### src/rtl/svpd_pkg.sv
package svpd_pkg;

  localparam int CHANNELS = 2;
  localparam int CH_W     = 1;
  localparam int TIME_W   = 32;
  localparam int US_W     = 16;
  localparam int DZ_W     = 8;
  localparam int PCT_W    = 8;
  localparam int CFG_IDX_W = 2;

  // magnitude of a span difference times the scale factor
  localparam int SCALE     = 120;
  localparam int PCT_MAX   = 120;
  localparam int ZERO_SPAN = 240;
  localparam int NUM_W     = 23;
  localparam int DEN_W     = US_W;
  localparam int ACC_W     = NUM_W + 2;
  localparam int CNT_W     = $clog2(NUM_W + 1);

  typedef enum logic [CFG_IDX_W-1:0] {
    REG_CENTER = 2'd0,
    REG_MIN    = 2'd1,
    REG_MAX    = 2'd2,
    REG_DEAD   = 2'd3
  } cfg_reg_t;

  typedef enum logic [2:0] {
    ST_IDLE,
    ST_READ,
    ST_UPDATE,
    ST_SETUP,
    ST_DIV,
    ST_DONE
  } state_t;

  typedef struct packed {
    logic [TIME_W-1:0] rise_time;
    logic              held;
    logic              new_pos;
  } entry_t;

endpackage

### src/rtl/servo_pulse_decoder_top.sv
// servo pulse decoder
// input channel (in_valid/in_ready) takes one event item per handshake: a pin
// edge (action 0, level gives the edge direction) or an acknowledge (action 1)
// that clears the channel's new-position flag. a falling edge that follows a
// held rising edge, while no position is pending, yields one result item on
// the output channel (out_valid/out_ready): pulse width, percent position and
// the event's millisecond time. other events yield no item.
// per-channel state lives in a small synchronous memory, read in the cycle
// after the item is taken, then modified and written back before the next
// item. an event without a result ends after the read and update steps; a
// decoded falling edge goes on through setup, the 23-step restoring divider
// that scales the pulse to percent, and done; the divide is skipped for a
// pulse inside the dead zone or a zero span. one item is in work at a time.
// the output register holds a finished item while the next event is taken;
// if out_ready stays low, the next decode waits in its last step until the
// register frees up.
// configuration writes (cfg_valid/cfg_ready, cfg_index, cfg_data) are always
// taken outside reset and must only be issued while the block is idle.
// reset (synchronous, active high) loads the default limits, clears all
// channel entries through their valid bits and empties the output register.
module servo_pulse_decoder_top (
  input  logic                           clk,
  input  logic                           rst,
  input  logic                           in_valid,
  output logic                           in_ready,
  input  logic                           action,
  input  logic [svpd_pkg::CH_W-1:0]      channel,
  input  logic                           level,
  input  logic [svpd_pkg::TIME_W-1:0]    time_us,
  input  logic [svpd_pkg::TIME_W-1:0]    time_ms,
  output logic                           out_valid,
  input  logic                           out_ready,
  output logic [svpd_pkg::CH_W-1:0]      out_channel,
  output logic [svpd_pkg::US_W-1:0]      pulse_us,
  output logic signed [svpd_pkg::PCT_W-1:0] percent,
  output logic [svpd_pkg::TIME_W-1:0]    update_ms,
  input  logic                           cfg_valid,
  output logic                           cfg_ready,
  input  logic [svpd_pkg::CFG_IDX_W-1:0] cfg_index,
  input  logic [svpd_pkg::US_W-1:0]      cfg_data
);
  import svpd_pkg::*;

  state_t state, state_next;

  logic [US_W-1:0] center_us, min_us, max_us;
  logic [DZ_W-1:0] dead_zone;

  // latched item
  logic              it_action;
  logic [CH_W-1:0]   it_channel;
  logic              it_level;
  logic [TIME_W-1:0] it_time_us;
  logic [TIME_W-1:0] it_time_ms;

  // channel state memory
  entry_t          mem [CHANNELS];
  logic [CHANNELS-1:0] mem_vld;
  entry_t          rd_entry;
  logic            rd_hit;
  entry_t          entry;
  entry_t          wr_entry;
  logic            mem_we;
  logic            mem_rd;

  logic            ch_ok;
  logic            fall_ok;
  logic            in_take;
  logic            out_load;

  // percent datapath
  logic [US_W-1:0]  pulse;
  logic [US_W:0]    hi_thr;
  logic signed [US_W+1:0] lo_thr;
  logic             case_hi, case_lo;
  logic [US_W-1:0]  diff_hi;
  logic signed [US_W:0] diff_lo;
  logic [US_W-1:0]  mag_lo;
  logic [US_W-1:0]  num_base;
  logic             num_neg;
  logic [NUM_W-1:0] num_mag;
  logic signed [US_W:0] den_s;
  logic [DEN_W-1:0] den_mag;

  logic [NUM_W-1:0] div_quo;
  logic [DEN_W-1:0] div_rem;
  logic [DEN_W-1:0] div_den;
  logic [CNT_W-1:0] div_cnt;
  logic [DEN_W:0]   rem_sh;
  logic             rem_ge;
  logic             q_neg, q_num_neg, q_num_zero, q_den_zero, q_bias, q_zero;

  logic signed [ACC_W-1:0] q_s;
  logic signed [ACC_W-1:0] r_s;
  logic signed [PCT_W-1:0] pct_val;

  function automatic logic q_zero_next();
    q_zero_next = !case_hi && !case_lo;
  endfunction

  assign cfg_ready = !rst;

  // configuration registers
  always_ff @(posedge clk) begin
    if (rst) begin
      center_us <= US_W'(1500);
      min_us    <= US_W'(1000);
      max_us    <= US_W'(2000);
      dead_zone <= '0;
    end else if (cfg_valid && cfg_ready) begin
      case (cfg_reg_t'(cfg_index))
        REG_CENTER: center_us <= cfg_data;
        REG_MIN:    min_us    <= cfg_data;
        REG_MAX:    max_us    <= cfg_data;
        REG_DEAD:   dead_zone <= cfg_data[DZ_W-1:0];
        default: ;
      endcase
    end
  end

  // next state
  always_comb begin
    state_next = state;
    case (state)
      ST_IDLE:   if (in_valid) state_next = ST_READ;
      ST_READ:   state_next = ST_UPDATE;
      ST_UPDATE: state_next = fall_ok ? ST_SETUP : ST_IDLE;
      ST_SETUP:  state_next = (q_zero_next() || den_mag == '0) ? ST_DONE : ST_DIV;
      ST_DIV:    if (div_cnt == CNT_W'(1)) state_next = ST_DONE;
      ST_DONE:   if (!out_valid || out_ready) state_next = ST_IDLE;
      default:   state_next = ST_IDLE;
    endcase
  end

  // control outputs
  always_comb begin
    in_ready = 1'b0;
    mem_rd   = 1'b0;
    mem_we   = 1'b0;
    out_load = 1'b0;
    case (state)
      ST_IDLE:   in_ready = !rst;
      ST_READ:   mem_rd   = 1'b1;
      ST_UPDATE: mem_we   = ch_ok && (it_action || it_level || fall_ok);
      ST_DONE:   out_load = !out_valid || out_ready;
      default: ;
    endcase
  end

  assign in_take = in_valid && in_ready;

  always_ff @(posedge clk) begin
    if (rst) begin
      state <= ST_IDLE;
    end else begin
      state <= state_next;
    end
  end

  always_ff @(posedge clk) begin
    if (in_take) begin
      it_action  <= action;
      it_channel <= channel;
      it_level   <= level;
      it_time_us <= time_us;
      it_time_ms <= time_ms;
    end
  end

  // memory: registered read, write back in the update step
  always_ff @(posedge clk) begin
    if (mem_rd) begin
      rd_entry <= mem[it_channel];
    end
    if (mem_we) begin
      mem[it_channel] <= wr_entry;
    end
  end

  always_ff @(posedge clk) begin
    if (rst) begin
      mem_vld <= '0;
      rd_hit  <= 1'b0;
    end else begin
      if (mem_rd) begin
        rd_hit <= mem_vld[it_channel];
      end
      if (mem_we) begin
        mem_vld[it_channel] <= 1'b1;
      end
    end
  end

  // entry never written reads as the reset value
  assign entry = rd_hit ? rd_entry : '0;
  assign ch_ok = (32'(it_channel) < CHANNELS);
  assign fall_ok = ch_ok && !it_action && !it_level && entry.held && !entry.new_pos;

  always_comb begin
    wr_entry = entry;
    if (it_action) begin
      wr_entry.new_pos = 1'b0;
    end else if (it_level) begin
      wr_entry.rise_time = it_time_us;
      wr_entry.held      = 1'b1;
    end else begin
      wr_entry.held    = 1'b0;
      wr_entry.new_pos = 1'b1;
    end
  end

  always_ff @(posedge clk) begin
    if (state == ST_UPDATE) begin
      pulse <= it_time_us[US_W-1:0] - entry.rise_time[US_W-1:0];
    end
  end

  // region select and span setup
  always_comb begin
    hi_thr  = {1'b0, center_us} + (US_W+1)'(dead_zone);
    lo_thr  = $signed({2'b00, center_us}) - $signed((US_W+2)'(dead_zone));
    case_hi = ({1'b0, pulse} >= hi_thr);
    case_lo = !case_hi && ($signed({2'b00, pulse}) <= lo_thr);
    diff_hi = pulse - center_us;
    diff_lo = $signed({1'b0, pulse}) - $signed({1'b0, min_us});
    mag_lo  = diff_lo[US_W] ? US_W'(-diff_lo) : diff_lo[US_W-1:0];
    num_base = case_hi ? diff_hi : mag_lo;
    num_neg  = case_lo && diff_lo[US_W];
    num_mag  = NUM_W'(num_base) * NUM_W'(SCALE);
    den_s    = case_hi ? ($signed({1'b0, max_us}) - $signed({1'b0, center_us}))
                       : ($signed({1'b0, center_us}) - $signed({1'b0, min_us}));
    den_mag  = den_s[US_W] ? DEN_W'(-den_s) : den_s[DEN_W-1:0];
  end

  // restoring divider, one quotient bit per cycle
  assign rem_sh = {div_rem, div_quo[NUM_W-1]};
  assign rem_ge = (rem_sh >= {1'b0, div_den});

  always_ff @(posedge clk) begin
    if (state == ST_SETUP) begin
      div_quo    <= num_mag;
      div_rem    <= '0;
      div_den    <= den_mag;
      div_cnt    <= CNT_W'(NUM_W);
      q_neg      <= num_neg ^ den_s[US_W];
      q_num_neg  <= num_neg;
      q_num_zero <= (num_base == '0);
      q_den_zero <= (den_mag == '0);
      q_bias     <= case_lo;
      q_zero     <= q_zero_next();
    end else if (state == ST_DIV) begin
      div_rem <= rem_ge ? DEN_W'(rem_sh - {1'b0, div_den}) : rem_sh[DEN_W-1:0];
      div_quo <= {div_quo[NUM_W-2:0], rem_ge};
      div_cnt <= div_cnt - CNT_W'(1);
    end
  end

  // sign, offset and clamp
  always_comb begin
    if (q_den_zero) begin
      if (q_num_zero) begin
        q_s = '0;
      end else begin
        q_s = q_num_neg ? -ACC_W'(ZERO_SPAN) : ACC_W'(ZERO_SPAN);
      end
    end else begin
      q_s = q_neg ? -$signed({2'b00, div_quo}) : $signed({2'b00, div_quo});
    end
    r_s = q_s - (q_bias ? ACC_W'(SCALE) : ACC_W'(0));
    if (q_zero) begin
      pct_val = '0;
    end else if (r_s > $signed(ACC_W'(PCT_MAX))) begin
      pct_val = PCT_W'(PCT_MAX);
    end else if (r_s < -$signed(ACC_W'(PCT_MAX))) begin
      pct_val = -PCT_W'(PCT_MAX);
    end else begin
      pct_val = r_s[PCT_W-1:0];
    end
  end

  // output register
  always_ff @(posedge clk) begin
    if (rst) begin
      out_valid <= 1'b0;
    end else if (out_load) begin
      out_valid <= 1'b1;
    end else if (out_ready) begin
      out_valid <= 1'b0;
    end
  end

  always_ff @(posedge clk) begin
    if (out_load) begin
      out_channel <= it_channel;
      pulse_us    <= pulse;
      percent     <= pct_val;
      update_ms   <= it_time_ms;
    end
  end

endmodule
### config.mk
export PLATFORM = sky130hd
export DESIGN_NAME = servo_pulse_decoder_top
export DESIGN_NICKNAME = d
export VERILOG_FILES = /design/src/rtl/svpd_pkg.sv /design/src/rtl/servo_pulse_decoder_top.sv
export SDC_FILE = /design/constraint.sdc
export NUM_CORES = 1
export LEC_CHECK = 0
export BUFFER_PORTS_ARGS = -buffer_cell sky130_fd_sc_hd__clkbuf_2
export CAP_MARGIN = 20
export CORE_AREA = 2 2 210 264
export CTS_BUF_LIST = sky130_fd_sc_hd__clkbuf_16
export CTS_CLUSTER_DIAMETER = 50
export CTS_CLUSTER_SIZE = 16
export DETAILED_ROUTE_END_ITERATION = 8
export DIE_AREA = 0 0 212 266
export HOLD_SLACK_MARGIN = 0.1
export SETUP_SLACK_MARGIN = 0.5
export SLEW_MARGIN = 0
export SYNTH_ARGS = -nofsm -noshare
export SYNTH_HDL_FRONTEND = slang
export SYNTH_SLANG_ARGS = --single-unit
export TNS_END_PERCENT = 5
### constraint.sdc
create_clock -name clk -period 15.2 [get_ports clk]
set_input_delay 2.28 -clock clk [delete_from_list [all_inputs] [get_ports clk]]
set_output_delay 2.28 -clock clk [all_outputs]
set_load 0.01 [all_outputs]
**Yosys cells after proc, flatten, opt, wreduce, memory -nomap -nowiden**

Memories as Yosys holds them, arrays and structs flattened. A register that Yosys moved wholly into a read port is not among the register bits.
Cells that the tools add are included.

- Register bits: 269
- Memory bits (writable): 68
- Input bits: 90
- Output and inout bits: 60
- Logic and storage cells: 138
- Memories: 1

Memories:

| name | words | bits a word | rd ports | clocked after memory_dff | write ports | RTL line | source |
|---|---|---|---|---|---|---|---|
| mem | 2 | 34 | 1 | 1 | 1 | servo_pulse_decoder_top.sv:57 | `entry_t mem [CHANNELS];` |

- Add/sub/neg operators: 13
- Multiply operators: 1
- $lt $le $gt $ge: 7
- Eq/ne operators: 12
- Multiplexer cells: 38
- Bitwise logic cells: 2
- Reduce and logical (&&, ||, !) cells: 33

Operators with widths:

| cell | number |
|---|---|
| 2-to-1 mux 25 bit | 4 |
| 2-to-1 mux 16 bit | 4 |
| subtractor 16 x 16 -> 17 bit | 3 |
| subtractor 16 bit | 3 |
| 2-to-1 mux 23 bit | 2 |
| 2-to-1 mux 34 bit | 1 |
| 2-to-1 mux 33 bit | 1 |
| logical NOT 16 bit | 2 |
| 2-to-1 mux 32 bit | 1 |
| negation 16 bit | 2 |
| greater-than comparator 25 x 8 -> 1 bit (second input constant) | 1 |
| less-than comparator 25 x 8 -> 1 bit (second input constant) | 1 |
| negation 23 -> 25 bit | 1 |
| subtractor 25 x 8 -> 25 bit | 1 |
| multiplier 16 x 4 -> 20 bit (second input constant) | 1 |
| one-hot mux 3 bit (6 select lines) | 1 |
| adder 16 x 8 -> 17 bit | 1 |
| greater-or-equal comparator 16 x 17 -> 1 bit | 1 |
| greater-or-equal comparator 17 x 16 -> 1 bit | 1 |
| less-or-equal comparator 17 bit | 1 |
| 2-to-1 mux 17 bit | 1 |
| subtractor 16 x 8 -> 17 bit | 1 |
| 2-to-1 mux 1 bit | 15 |
| 2-to-1 mux 7 bit | 2 |
| 26 further kinds | 54 |

**Depth between registers and ports, before layout**

- Depth in word-level cells: 9
- Gate-level depth with buffers: 42
- Mapped depth without buffers: 40

**Worst setup path before layout**

No wires, ideal clock.

- Path type: reg-to-reg
- From: reg center_us[1]
- To: reg div_quo[21] (data pin)
- Setup time: 0.268 ns
- Data arrival time: 7.761 ns
- Data required time: 14.932 ns
- Slack: 7.170 ns
- Stages on the path, launching flop included: 39
- Path buffers: 3
- Period minus slack after synthesis: 8.030 ns
- Cells stage by stage: dfxtp_1 ha_1 inv_1 a21oi_1 nor2_1 o21ai_0 a21oi_1 nor2_1 o21bai_1 a21oi_1 nor2_1 o211ai_1 nor4_1 xnor2_1 ha_1 nand4_1 nor2_1 o311ai_0 (+3 left out) clkbuf_1 clkbuf_1 mux2i_1 fa_1 fa_1 fa_1 a21o_1 a21oi_1 o21bai_1 a21oi_1 nor2b_1 o21a_1 o31a_1 o21ai_0 o2111ai_1 a21oi_1 xor2_1 o21ai_0

- Longest elaborated chain between the ends: 5
- Elaborated cells on any way between the ends: 6
- Classes of those cells: add/sub: 2; mul: 1; order compare: 1; mux: 2

Ends and longest elaborated chain:

| element | RTL line | source |
|---|---|---|
| start: declaration | servo_pulse_decoder_top.sv:46 | `logic [US_W-1:0] center_us, min_us, max_us;` |
| start signal: assignment | servo_pulse_decoder_top.sv:112 | `REG_CENTER: center_us <= cfg_data;` |
| adder 16 x 8 -> 17 bit | servo_pulse_decoder_top.sv:220 | `hi_thr = {1'b0, center_us} + (US_W+1)'(dead_zone);` |
| greater-or-equal comparator 16 x 17 -> 1 bit | servo_pulse_decoder_top.sv:222 | `case_hi = ({1'b0, pulse} >= hi_thr);` |
| 2-to-1 mux 16 bit (*) | servo_pulse_decoder_top.sv:227 | `num_base = case_hi ? diff_hi : mag_lo;` |
| multiplier 16 x 4 -> 20 bit (*) | servo_pulse_decoder_top.sv:229 | `num_mag = NUM_W'(num_base) * NUM_W'(SCALE);` |
| 2-to-1 mux 23 bit (*) | servo_pulse_decoder_top.sv:240 | `if (state == ST_SETUP) begin` |
| end signal: assignment | servo_pulse_decoder_top.sv:241 | `div_quo <= num_mag;` |
| end signal: assignment | servo_pulse_decoder_top.sv:253 | `div_quo <= {div_quo[NUM_W-2:0], rem_ge};` |
| end: declaration | servo_pulse_decoder_top.sv:85 | `logic [NUM_W-1:0] div_quo;` |

Mark *: on every way between the ends. The rest lies on a longest branch, timed or not.
A chain may end at the register's enable or synchronous reset.

**Worst setup path after layout**

Ends and elaborated chain as after synthesis.

==> results.txt <==
Internal: 1920 uW
Bufs on Longest Clock Path: 3
Area Growth Syn to Fin: 12.0%
WP data required: 15.47 ns
Status: finished, final reports clean
I/O pin total: 150
Arrival time at the worst endpoint: 8.87 ns
Total Negative Setup Slacks: 0 ns
Syn Nets: 2,558
Finished Layout Cells: 3,137
DR DRC count: 0
CTS Buf Count: 35
Drt pass-1 iters: 7
Synth area leader: edfxtp_1
Die Y: 266 um
Die ar.: 56,400 um2
Critical Path Source Type: register
Slew HR: 28.9%
RSZ-0062 raised after global routing: no
Least-Margin Pin Slew: 1.07 ns
Drt initial violations: 897
PortBufs: 133
Via count: 16,900
CP endpoint kind: register
Top area cells in the synthesized netlist: edfxtp_1, ha_1, dfxtp_1, xnor2_1, nand2_1
Most common cell after layout, fill and taps aside: nand2_1
PwrDens: 128 nW/um2
Leak Pwr: 0.00951 uW
Hold Fails Final Rpt: 0
Die X: 212 um
Setup Fix Bufs, Post-CTS: 0
Yosys warnings: 0
Crit path time final: 8.60 ns
Total track usage: 19.6%
CP max stage delay: 0.72 ns
CTS tree: yes
Clk pwr share: 27.0%
WS Path Type: reg2reg
Gpl congestion: 0.908
Nets: 2,673
Max Clk Rate: 0.116 GHz
Clk_lat worst skew: 0.57 ns
Overflow after GRT: 0
Crit share post-route: 56.6%
DPL Wire Length: 43.2 mm
Hold buffers post-CTS: 0
Share of power burned in registers: 33.1%
Root Driver: clkbuf_16
Ant. Diodes: 0
FF+latch count, synth: 307
Post-cts repair resize count: 0
Final setup vio count: 0
Worst path slowest cell: fa_1
Post-synth EDFFs: 220
Mapped cell area: 21,400 um2
Power share of the combinational group: 40.0%
Number of global-route vias before repair: 16,700
Max H-tree Level: 2
Synthesized instance count: 2,262
Total of max-cap violations: 0
Vias/cell: 5.38
HP Class: reg2reg
Sequential share of the synthesized area: 39.0%
Initial antenna violation count: 0
Synth unique cells: 103
Core Region: 54,200 um2
Avg Cell Area, Syn: 9.47 um2
Row cnt: 96
Pin count of the biggest net entering global routing: 58
Top-area cell type share of the netlist area: 30.9%
Max FO, Critical Path: 10
Switching power: 1130 uW
Most frequent cells in the layout: nand2_1, edfxtp_1, ha_1
Final slew viol count: 0
Sink Count: 307
Top_reg_cell synth: edfxtp_1
Cell mode on critical path: a21oi_1
Max VDD drop: 0.0981 mV
First-pass GRT wire length: 87.6 mm
Switching Share: 37.1%
Routed WL: 55.7 mm
Clock transition at path regs: 0.06 ns
FFs w/ async S/R, synth: 0%
Worst Skew: 0.0287 ns
Routed wire per std cell: 17.8 um
Initial core utilization: 39.5%
Final ANT Viol Nets: 0
Placed cell count: 3,074
Share of cells above drive strength 1: 12.5%
-- sequential cells by signal, summed over array words and instances (netlist names), 18 cells and up --
name / flops
mem: 36
it_time_ms: 32
update_ms: 32
div_quo: 23
rd_entry: 18
-- final cells by class --
type	instances	area [um2]
fill	5236	30200
multi-input combinational	1711	12100
sequential	307	8350
tap	735	920
clock buffer	35	876
timing repair buffer	151	810
inverter	171	642
clock inverter	27	251
-- final timing paths --
kind	end	from	slack (ns)	cells after the start
worst max-delay path	div_quo[21]$_DFFE_PP_	center_us[1]$_SDFFE_PP0P_	6.60	35
worst min-delay path	update_ms[22]$_DFFE_PP_	it_time_ms[22]$_DFFE_PP_	0.42	0
worst max register to register	div_quo[21]$_DFFE_PP_	center_us[1]$_SDFFE_PP0P_	6.60	35
worst min register to register	update_ms[22]$_DFFE_PP_	it_time_ms[22]$_DFFE_PP_	0.42	0
-- synthesized netlist by cell type (6+ instances only) --
master and n:
a21oi_1 156, or4_1 11, a211oi_1 15, nand4_1 27
maj3_1 6, inv_1 167, mux2_2 22, dfxtp_1 87
nor4_1 21, a21boi_0 12, and4_1 7, and2_1 7
mux2i_1 33, o211ai_1 24, edfxtp_1 220, o2111ai_1 8
ha_1 179, nor3_1 52, buf_2 7, nand3_1 45
clkbuf_1 59, nor2b_1 28, o21bai_1 11, a22o_1 7
nor3b_1 12, or3_1 18, and3_1 16, o21ai_0 113
xnor2_1 115, or2_2 16, nor4b_1 7, fa_1 27
o31ai_1 12, xor2_1 63, o22ai_1 11, a21o_1 29
nand2_1 251, nand2b_1 27, nor2_1 159, a31oi_1 23
o21a_1 16
-- layer usage --
| metal | up-vias | routed length (um) | part of all wire (%) | GRT usage (%) |
|---|---|---|---|---|
| met5 | - | 0 | 0 | 0 |
| met4 | 0 | 2360 | 4.2 | 8.76 |
| met3 | 109 | 1920 | 3.4 | 2.50 |
| met2 | 365 | 29200 | 52 | 36.6 |
| met1 | 7992 | 22300 | 40 | 22.2 |
| li1 | 8405 | - | - | - |
-- power groups by stage --
stage               sequential (uW)  combinational (uW)  clock [uW]
floorplan                      1010                 976           0
global placement               1030                1180           0
detailed placement             1030                1210           0
CTS                            1010                1220         851
global route                   1020                1380         879
finish                         1010                1220         825
-- critical path, delay by kind of cell, from the launching register on --
family,cells,cell delay (ns)
flip-flops,1,0.61
AO/OA/AOI/OAI,18,3.38
adder cells (fa/ha/maj),5,2.22
XOR/XNOR,2,0.30
buffers and inverters,1,0.07
AND/OR/NAND/NOR,9,1.74
-- through the flow --
step                total power [uW]  setup slack [ns]  hold slack (ns)  cell area [um2]  util [%]
floorplan                       1980              7.17            0.400            21400         -
global placement                2210              6.66            0.400            22800      42.1
detailed placement              2240              6.64            0.405            22800      42.2
CTS                             3080              6.61            0.420            24000      44.2
global route                    3270              5.88            0.425            24000      44.3
finish                          3060              6.60            0.419            24000      44.3
-- cells by family (layout without fill, tap and decap cells) --
kind of cell	after synthesis	count (layout)	synth area share [%]
AND/OR/NAND/NOR	738	738	17.0
flip-flops	307	307	39.0
buffers and inverters	244	384	4.46
AO/OA/AOI/OAI	528	528	16.3
multiplexers	55	55	2.70
adder cells (fa/ha/maj)	212	212	13.3
XOR/XNOR	178	178	7.28
Power figures use the tool's default switching activity.
